### config.mk
export PLATFORM = sky130hd
export DESIGN_NAME = integer_to_radix_digits_top_flat
export DESIGN_NICKNAME = d
export VERILOG_FILES = /design/src/hdl/itrd_pkg.sv /design/src/hdl/itrd_if.sv /design/src/hdl/integer_to_radix_digits_top.sv /design/src/hdl/itrd_divider.sv /design/src/flat_wrapper.sv
export SDC_FILE = /design/constraint.sdc
export NUM_CORES = 1
export LEC_CHECK = 0
export BUFFER_PORTS_ARGS = -buffer_cell sky130_fd_sc_hd__buf_4
export CORE_MARGIN = 2
export CORE_UTILIZATION = 50
export DETAILED_ROUTE_END_ITERATION = 10
export PLACE_DENSITY = 0.68
export RECOVER_POWER = 50
export SLEW_MARGIN = 20
export SYNTH_ARGS = -nofsm -noshare
export SYNTH_HDL_FRONTEND = slang
export SYNTH_HIERARCHICAL = 1
export SYNTH_SLANG_ARGS = --single-unit
export TNS_END_PERCENT = 20
### constraint.sdc
create_clock -name clock -period 4.4 [get_ports clock]
set_input_delay 0.44 -clock clock [delete_from_list [all_inputs] [get_ports clock]]
set_output_delay 0.44 -clock clock [all_outputs]
set_load 0.03 [all_outputs]
### src/hdl/itrd_pkg.sv
// ----------------------------------------------------------------------------
// itrd_pkg
// Shared constants, types and digit encoding for the radix digit converter.
// ----------------------------------------------------------------------------
package itrd_pkg;

   localparam int VALUE_BITS = 31;
   localparam int BASE_BITS  = 6;
   localparam int CHAR_BITS  = 7;
   localparam int CNT_BITS   = $clog2(VALUE_BITS + 1);
   localparam int IDX_BITS   = $clog2(VALUE_BITS);

   localparam logic [BASE_BITS-1:0] BASE_MIN   = BASE_BITS'(2);
   localparam logic [BASE_BITS-1:0] BASE_MAX   = BASE_BITS'(36);
   localparam logic [BASE_BITS-1:0] BASE_RESET = BASE_BITS'(10);
   localparam logic [BASE_BITS-1:0] NINE       = BASE_BITS'(9);
   localparam logic [BASE_BITS-1:0] TEN        = BASE_BITS'(10);
   localparam logic [CHAR_BITS-1:0] CHAR_ZERO  = CHAR_BITS'(48);
   localparam logic [CHAR_BITS-1:0] CHAR_A     = CHAR_BITS'(65);

   typedef struct packed {
      logic start;
      logic use_input;
   } div_ctl_type;

   typedef struct packed {
      logic                  busy;
      logic                  done;
      logic                  quotient_zero;
      logic [BASE_BITS-1:0]  remainder;
   } div_sts_type;

   function automatic logic [CHAR_BITS-1:0] digit_to_char(input logic [BASE_BITS-1:0] d);
      logic [CHAR_BITS-1:0] c;
      if (d > NINE) begin
         c = CHAR_A + CHAR_BITS'(d - TEN);
      end else begin
         c = CHAR_ZERO + CHAR_BITS'(d);
      end
      return c;
   endfunction

endpackage

### src/hdl/itrd_if.sv
// ----------------------------------------------------------------------------
// itrd_if
// Valid/ready channels carrying a value word and a digit word.
// ----------------------------------------------------------------------------
interface itrd_req_if;
   logic                            valid;
   logic                            ready;
   logic [itrd_pkg::VALUE_BITS-1:0] value;
   modport source (output valid, output value, input ready);
   modport sink   (input valid, input value, output ready);
endinterface

interface itrd_rsp_if;
   logic                           valid;
   logic                           ready;
   logic [itrd_pkg::CHAR_BITS-1:0] digit_char;
   logic                           last_digit;
   modport source (output valid, output digit_char, output last_digit, input ready);
   modport sink   (input valid, input digit_char, input last_digit, output ready);
endinterface

### src/hdl/integer_to_radix_digits_top.sv
// ----------------------------------------------------------------------------
// integer_to_radix_digits_top
// Converts a value word into ASCII digit words in a programmable base,
// most significant digit first, with the final digit flagged.
//
//   channel  dir  handshake     payload
//   req      in   valid/ready   value
//   rsp      out  valid/ready   digit_char, last_digit
//   csr      in   write enable  target base, 6 bits
//
// Each digit is produced by the bit-serial divider and written to the digit
// buffer; the digits are then emitted from the buffer, each passing through
// a read state and a load state.
// Reset is synchronous; the base returns to ten.
// A stalled rsp holds its word; the next value is taken while the final
// digit of the previous one still waits.
// ----------------------------------------------------------------------------
module integer_to_radix_digits_top (
   input  logic                            clock,
   input  logic                            reset,
   itrd_req_if.sink                        req,
   itrd_rsp_if.source                      rsp,
   input  logic                            csr_write_enable,
   input  logic [itrd_pkg::BASE_BITS-1:0]  csr_write_data
);

   localparam logic [1:0] S_IDLE = 2'd0;
   localparam logic [1:0] S_DIV  = 2'd1;
   localparam logic [1:0] S_READ = 2'd2;
   localparam logic [1:0] S_LOAD = 2'd3;

   logic [1:0]                      state_ff, state_in;
   logic [itrd_pkg::BASE_BITS-1:0]  base_ff;
   logic [itrd_pkg::BASE_BITS-1:0]  base_eff;
   logic [itrd_pkg::CNT_BITS-1:0]   n_ff, n_in;
   logic [itrd_pkg::IDX_BITS-1:0]   idx_ff, idx_in;
   logic [itrd_pkg::BASE_BITS-1:0]  buf_mem [itrd_pkg::VALUE_BITS];
   logic [itrd_pkg::BASE_BITS-1:0]  rd_data_ff;
   logic                            buf_we;
   logic                            out_valid_ff, out_valid_in;
   logic [itrd_pkg::CHAR_BITS-1:0]  out_char_ff, out_char_in;
   logic                            out_last_ff, out_last_in;
   logic                            out_free;
   itrd_pkg::div_ctl_type           div_ctl;
   itrd_pkg::div_sts_type           div_sts;

   itrd_divider u_divider (
      .clock (clock),
      .reset (reset),
      .ctl   (div_ctl),
      .value (req.value),
      .base  (base_eff),
      .sts   (div_sts)
   );

   always_comb begin
      if (base_ff < itrd_pkg::BASE_MIN) begin
         base_eff = itrd_pkg::BASE_MIN;
      end else if (base_ff > itrd_pkg::BASE_MAX) begin
         base_eff = itrd_pkg::BASE_MAX;
      end else begin
         base_eff = base_ff;
      end
   end

   assign req.ready = state_ff == S_IDLE;
   assign out_free  = !out_valid_ff || rsp.ready;

   always_comb begin
      state_in          = state_ff;
      n_in              = n_ff;
      idx_in            = idx_ff;
      buf_we            = 1'b0;
      div_ctl.start     = 1'b0;
      div_ctl.use_input = 1'b0;
      out_valid_in      = out_valid_ff && !rsp.ready;
      out_char_in       = out_char_ff;
      out_last_in       = out_last_ff;
      case (state_ff)
         S_IDLE: begin
            if (req.valid) begin
               div_ctl.start     = 1'b1;
               div_ctl.use_input = 1'b1;
               n_in              = '0;
               state_in          = S_DIV;
            end
         end
         S_DIV: begin
            if (div_sts.done) begin
               buf_we = 1'b1;
               n_in   = n_ff + itrd_pkg::CNT_BITS'(1);
               if (div_sts.quotient_zero ||
                   n_in == itrd_pkg::CNT_BITS'(itrd_pkg::VALUE_BITS)) begin
                  idx_in   = n_ff[itrd_pkg::IDX_BITS-1:0];
                  state_in = S_READ;
               end else begin
                  div_ctl.start = 1'b1;
               end
            end
         end
         S_READ: begin
            state_in = S_LOAD;
         end
         S_LOAD: begin
            if (out_free) begin
               out_valid_in = 1'b1;
               out_char_in  = itrd_pkg::digit_to_char(rd_data_ff);
               out_last_in  = idx_ff == '0;
               if (idx_ff == '0) begin
                  state_in = S_IDLE;
               end else begin
                  idx_in   = idx_ff - itrd_pkg::IDX_BITS'(1);
                  state_in = S_READ;
               end
            end
         end
         default: begin
            state_in = S_IDLE;
         end
      endcase
   end

   always_ff @(posedge clock) begin
      if (reset) begin
         state_ff     <= S_IDLE;
         base_ff      <= itrd_pkg::BASE_RESET;
         n_ff         <= '0;
         out_valid_ff <= 1'b0;
      end else begin
         state_ff     <= state_in;
         n_ff         <= n_in;
         out_valid_ff <= out_valid_in;
         if (csr_write_enable) begin
            base_ff <= csr_write_data;
         end
      end
      idx_ff      <= idx_in;
      out_char_ff <= out_char_in;
      out_last_ff <= out_last_in;
   end

   // digit buffer: one write, one registered read
   always_ff @(posedge clock) begin
      if (buf_we) begin
         buf_mem[n_ff[itrd_pkg::IDX_BITS-1:0]] <= div_sts.remainder;
      end
      rd_data_ff <= buf_mem[idx_ff];
   end

   assign rsp.valid      = out_valid_ff;
   assign rsp.digit_char = out_char_ff;
   assign rsp.last_digit = out_last_ff;

   a_start_idle: assert property (@(posedge clock) disable iff (reset)
      div_ctl.start |-> !div_sts.busy)
      else $error("divider restarted while busy");

   a_count_step: assert property (@(posedge clock) disable iff (reset)
      state_ff == S_DIV && div_sts.done |=> n_ff == $past(n_ff) + itrd_pkg::CNT_BITS'(1))
      else $error("digit count did not advance");

   a_digit_range: assert property (@(posedge clock) disable iff (reset)
      div_sts.done |-> div_sts.remainder < base_eff)
      else $error("digit not below the base");

   a_no_overwrite: assert property (@(posedge clock) disable iff (reset)
      out_valid_ff && !rsp.ready |=> out_valid_ff)
      else $error("pending digit word dropped");

endmodule

### src/hdl/itrd_divider.sv
// ----------------------------------------------------------------------------
// itrd_divider
// Bit-serial restoring divider: one quotient bit per cycle, remainder kept
// in a narrow register, quotient held for the next digit.
// ----------------------------------------------------------------------------
module itrd_divider (
   input  logic                                 clock,
   input  logic                                 reset,
   input  itrd_pkg::div_ctl_type                ctl,
   input  logic [itrd_pkg::VALUE_BITS-1:0]      value,
   input  logic [itrd_pkg::BASE_BITS-1:0]       base,
   output itrd_pkg::div_sts_type                sts
);

   logic [itrd_pkg::VALUE_BITS-1:0] quo_ff, quo_in;
   logic [itrd_pkg::BASE_BITS-1:0]  rem_ff, rem_in;
   logic [itrd_pkg::IDX_BITS-1:0]   cnt_ff, cnt_in;
   logic                            busy_ff, busy_in;
   logic                            done_ff, done_in;
   logic [itrd_pkg::BASE_BITS:0]    trial;
   logic                            fits;

   always_comb begin
      trial = {rem_ff, quo_ff[itrd_pkg::VALUE_BITS-1]};
      fits  = trial >= {1'b0, base};
      quo_in  = quo_ff;
      rem_in  = rem_ff;
      cnt_in  = cnt_ff;
      busy_in = busy_ff;
      done_in = 1'b0;
      if (ctl.start) begin
         quo_in  = ctl.use_input ? value : quo_ff;
         rem_in  = '0;
         cnt_in  = '0;
         busy_in = 1'b1;
      end else if (busy_ff) begin
         quo_in = {quo_ff[itrd_pkg::VALUE_BITS-2:0], fits};
         rem_in = fits ? itrd_pkg::BASE_BITS'(trial - {1'b0, base})
                       : trial[itrd_pkg::BASE_BITS-1:0];
         cnt_in = cnt_ff + itrd_pkg::IDX_BITS'(1);
         if (cnt_ff == itrd_pkg::IDX_BITS'(itrd_pkg::VALUE_BITS - 1)) begin
            busy_in = 1'b0;
            done_in = 1'b1;
         end
      end
   end

   always_ff @(posedge clock) begin
      if (reset) begin
         busy_ff <= 1'b0;
         done_ff <= 1'b0;
         cnt_ff  <= '0;
      end else begin
         busy_ff <= busy_in;
         done_ff <= done_in;
         cnt_ff  <= cnt_in;
      end
      quo_ff <= quo_in;
      rem_ff <= rem_in;
   end

   assign sts.busy          = busy_ff;
   assign sts.done          = done_ff;
   assign sts.quotient_zero = quo_ff == '0;
   assign sts.remainder     = rem_ff;

   a_rem_below_base: assert property (@(posedge clock) disable iff (reset)
      busy_ff && !ctl.start |-> rem_ff < base)
      else $error("partial remainder reached the base");

endmodule

### src/flat_wrapper.sv
// flat-port wrapper written by rule: the top's interface ports become plain ports
module integer_to_radix_digits_top_flat 
  (clock, reset, csr_write_enable, csr_write_data, req_valid, req_value, req_ready, rsp_valid, rsp_digit_char, rsp_last_digit, rsp_ready);
  itrd_req_if req_i ();
  itrd_rsp_if rsp_i ();
  input  logic clock;
  input  logic reset;
  input  logic csr_write_enable;
  input  logic [itrd_pkg::BASE_BITS-1:0] csr_write_data;
  input wire logic [$bits(req_i.valid)-1:0] req_valid;
  input wire logic [$bits(req_i.value)-1:0] req_value;
  output wire logic [$bits(req_i.ready)-1:0] req_ready;
  output wire logic [$bits(rsp_i.valid)-1:0] rsp_valid;
  output wire logic [$bits(rsp_i.digit_char)-1:0] rsp_digit_char;
  output wire logic [$bits(rsp_i.last_digit)-1:0] rsp_last_digit;
  input wire logic [$bits(rsp_i.ready)-1:0] rsp_ready;
  assign req_i.valid = req_valid;
  assign req_i.value = req_value;
  assign req_ready = req_i.ready;
  assign rsp_valid = rsp_i.valid;
  assign rsp_digit_char = rsp_i.digit_char;
  assign rsp_last_digit = rsp_i.last_digit;
  assign rsp_i.ready = rsp_ready;
  integer_to_radix_digits_top u_core (.clock(clock), .reset(reset), .req(req_i), .rsp(rsp_i), .csr_write_enable(csr_write_enable), .csr_write_data(csr_write_data));
endmodule
==> impl.org <==
** Clocking
- Hold repair after CTS inserted 0 buffers.
- Setup repair bufs after CTS :: 0
- Clock Root Buffer :: sky130_fd_sc_hd__clkbuf_16
- The number of clock buffers added by TritonCTS is 27.
- TritonCTS built the clock tree.
- Clock-pin slew was measured on the worst setup and hold paths at 0.06 ns.
- Clock Latency Late Sink :: between 0.5 and 0.6 ns
- In this run the number of H-tree levels came out at 1.
- Bufs on Longest Clock Path :: 3
- Post-CTS Resized :: 0
- Clock tree synthesis found a total of 263 sinks.

** Critical path
- The critical path is of the reg -> reg type.
- WP data arrival :: roughly 3.5 ns
- The worst register-to-register path begins at u_core/idx_ff[2].
- Data required time of the worst path :: between 4 and 5 ns
- Kind of launch point of the worst setup path :: flip-flop
- For this design, the slowest cell found on the critical path is sky130_fd_sc_hd__clkbuf_1.
- In this run the critical register-to-register path is captured at u_core/idx_ff[3].
- For this run, the slowest stage of the critical path takes between 1 and 1.5 ns.
- Buf/Inv on CP :: 2
- For flop-to-flop paths, the worst setup slack is about 1.1 ns.
- Crit path capture type :: flip-flop
- On the critical path the largest part of the delay comes from buffers and inverters.
- Ordered cell list for the critical path :: clkbuf_1, inv_1, and3_1, nor2_1, o22a_1
- For the worst flop-to-flop path, the logic depth is 5.
- Max FO, Critical Path :: 30

** Finish
- Post-layout instance area :: between 10000 and 15000 µm²
- Cells with a size suffix above 1 make up roughly 19% of the layout.
- The filler cells instantiated in the layout total between 1500 and 2000.
- The top cell types in the final layout, fill and taps aside, are sky130_fd_sc_hd__edfxtp_1 (230), sky130_fd_sc_hd__nor2_1 (63), sky130_fd_sc_hd__buf_4 (46), sky130_fd_sc_hd__dfxtp_1 (33).
- Final core utilization :: between 50% and 60%
- The repair_antennas step left the layout with diodes totalling 0.
- Layout overhead on the synthesized area :: 12.6%
- Most common cell after layout, fill and taps aside :: sky130_fd_sc_hd__edfxtp_1
- The net count of the finished layout is 840.

** Yosys
- Synth Area per Inst :: between 15 and 20 µm²
- After synthesis the cells add up to 11200 µm².
- The number of nets in the synthesized netlist is roughly 800.
- Synthesis handed over a netlist of between 700 and 800 instances.
- The Yosys step of the flow raised 6 warnings.

** Power
- Combinational group share of total power :: roughly 7.6%
- Worst voltage drop across the vdd grid :: approximately 210 µV
- For this design the ratio of total power to cell area is 436 nW/µm².
- Sum of internal, switching and leakage power :: about 5500 µW
- Portion of total power attributed to sequential cells :: approximately 53%
- Proportion of power drawn by the clock network :: 39.4%
- Internal power consumption :: ~4300 µW
- Summed over all nets, the switching power comes to approximately 1200 µW.
- Leakage power figure :: approximately 0.0043 µW
- In this run switching power makes up between 20% and 30% of total power.

** Global routing
- For this run the aggregate overflow at the end of global routing stands at 0.
- The first global-routing pass estimated ~37000 µm of wire.
- Initial antenna violation count :: 0
- In the global route stage, overall resource usage came out at 20.5%.
- The number of global-route vias before repair came to 6691.
- Entering global routing, the biggest net connects 39 pins.

** Floorplanning
- Once the floorplan was initialized, standard cells occupied around 50% of the core.
- The die covers roughly 24000 µm².
- Measured along the y axis, the die boundary spans ~150 µm.
- Core region area :: around 22000 µm²
- For this design the top-level I/O count stands at 52.
- After floorplanning, the core was divided into 54 placement rows.
- Measured along the x axis, the die boundary spans approximately 150 µm.

** Routing
- Using the TritonRoute via totals, the vias-per-cell ratio works out to 6.00.
- The detailed router placed about 6500 vias in this run.
- After detailed routing, the number of remaining DRC violations is 0.
- After detailed routing, the average wire length per cell comes to between 20 and 25 µm.
- Antenna Nets Post-Route :: 0
- The pre-antenna-repair detailed-routing pass consisted of 5 iterations.
- The detailed router finished its first iteration with about 550 violations.
- Summed over all layers, the routed wires come to about 24000 µm.

** STA
- On the final layout, the worst clock skew is 0.00819 ns.
- Max Fclk :: 306 MHz
- Setup repair after global routing left no endpoint under its margin.
- Transition time at the pin with the least slew margin :: 1.79 ns
- Subtracting the final worst setup slack from the clock period gives ~3.3 ns.
- Across all setup checks in the final design, the least slack found is 1.13 ns.
- Normalized max-slew margin :: -19.2%
- Number of hold violations in the final report :: 0
- The number of max-slew violations in the final report is 133.
- Setup-failing EPs final :: 0
- Setup TNS :: 0 ns
- Part of the cycle the worst path needs :: between 70 and 80%

** Run status
- Violated checks :: capacitance limit, slew limit
- Result of the run :: complete, but fails checks

** Run
- Across the run, the number of max-cap violations was 4.

** Worst hold path
- The min-delay analysis places its worst path in the category in -> reg.
- For hold timing, the worst endpoint is u_core/base_ff[1].
- HP Start :: csr_write_data[1]
- Counting instances, the worst hold path has a depth of 2.

** Placed design
- Buffers placed on the I/O ports in this run total 51.
- HPWL Detailed :: around 16000 µm
- Routability-driven placement finished with a final weighted congestion of ~0.88.
- Pre-CTS setup slack :: approximately 1.4 ns
- The placed instances occupy a cell area of 11900 µm².
-- how the worst max path moves through the flow --
stage,start,to,slack [ns],cells past startpoint
3_5_place_dp,u_core/n_ff[0],u_core/u_divider/quo_ff[23],1.40,8
6_report,u_core/idx_ff[2],u_core/idx_ff[3],1.13,5
5_1_grt,u_core/idx_ff[2],u_core/idx_ff[3],0.79,5
2_1_floorplan,u_core/n_ff[0],u_core/u_divider/quo_ff[0],0.27,8
4_1_cts,u_core/n_ff[0],u_core/u_divider/quo_ff[23],1.38,8
3_3_place_gp,u_core/n_ff[0],u_core/u_divider/quo_ff[26],1.58,8
-- registers in the layout, indices dropped and copies added, names as in the netlist, 5 cells and up --
register and cells:
u_core/buf_mem 186, u_core/u_divider/quo_ff 31, u_core/rsp.digit_char 7, u_core/base_ff 6, u_core/rd_data_ff 6, u_core/u_divider/rem_ff 6, u_core/idx_ff 5, u_core/n_ff 5
u_core/u_divider/cnt_ff 5
-- power groups by stage --
stage	Combinational, µW	Sequential (µW)	Clock, µW
floorplan	220	2990	0
global placement	409	2960	0
detailed placement	430	2970	0
CTS	432	2910	2210
global route	463	2930	2320
finish	420	2920	2180
-- per-layer routing --
metal	wire (µm)	share of wire (%)	global-route usage [%]	up-vias
li1	-	-	-	2918
met1	9920	41	27.6	3221
met2	11500	48	33.8	265
met3	1800	7.5	4.23	65
met4	720	3.0	6.85	0
met5	0	0	0	-
-- through the flow --
step,hold WS [ns],cells
global placement,0.498,1029
global route,0.125,1078
floorplan,0.461,719
detailed placement,0.510,1029
CTS,0.119,1078
finish,0.135,1078
-- area by class of cell --
| cell class | count | area (µm²) | area share (%) |
|---|---|---|---|
| clock buffer | 37 | 733 | 5.79 |
| clock inverter | 12 | 110 | 0.870 |
| inverter | 29 | 109 | 0.860 |
| multi-input combinational | 394 | 3370 | 26.7 |
| sequential | 263 | 7570 | 59.8 |
| tap | 280 | 350 | 2.77 |
| timing repair buffer | 63 | 409 | 3.23 |
Note: power is estimated with default switching activity, not from simulation.
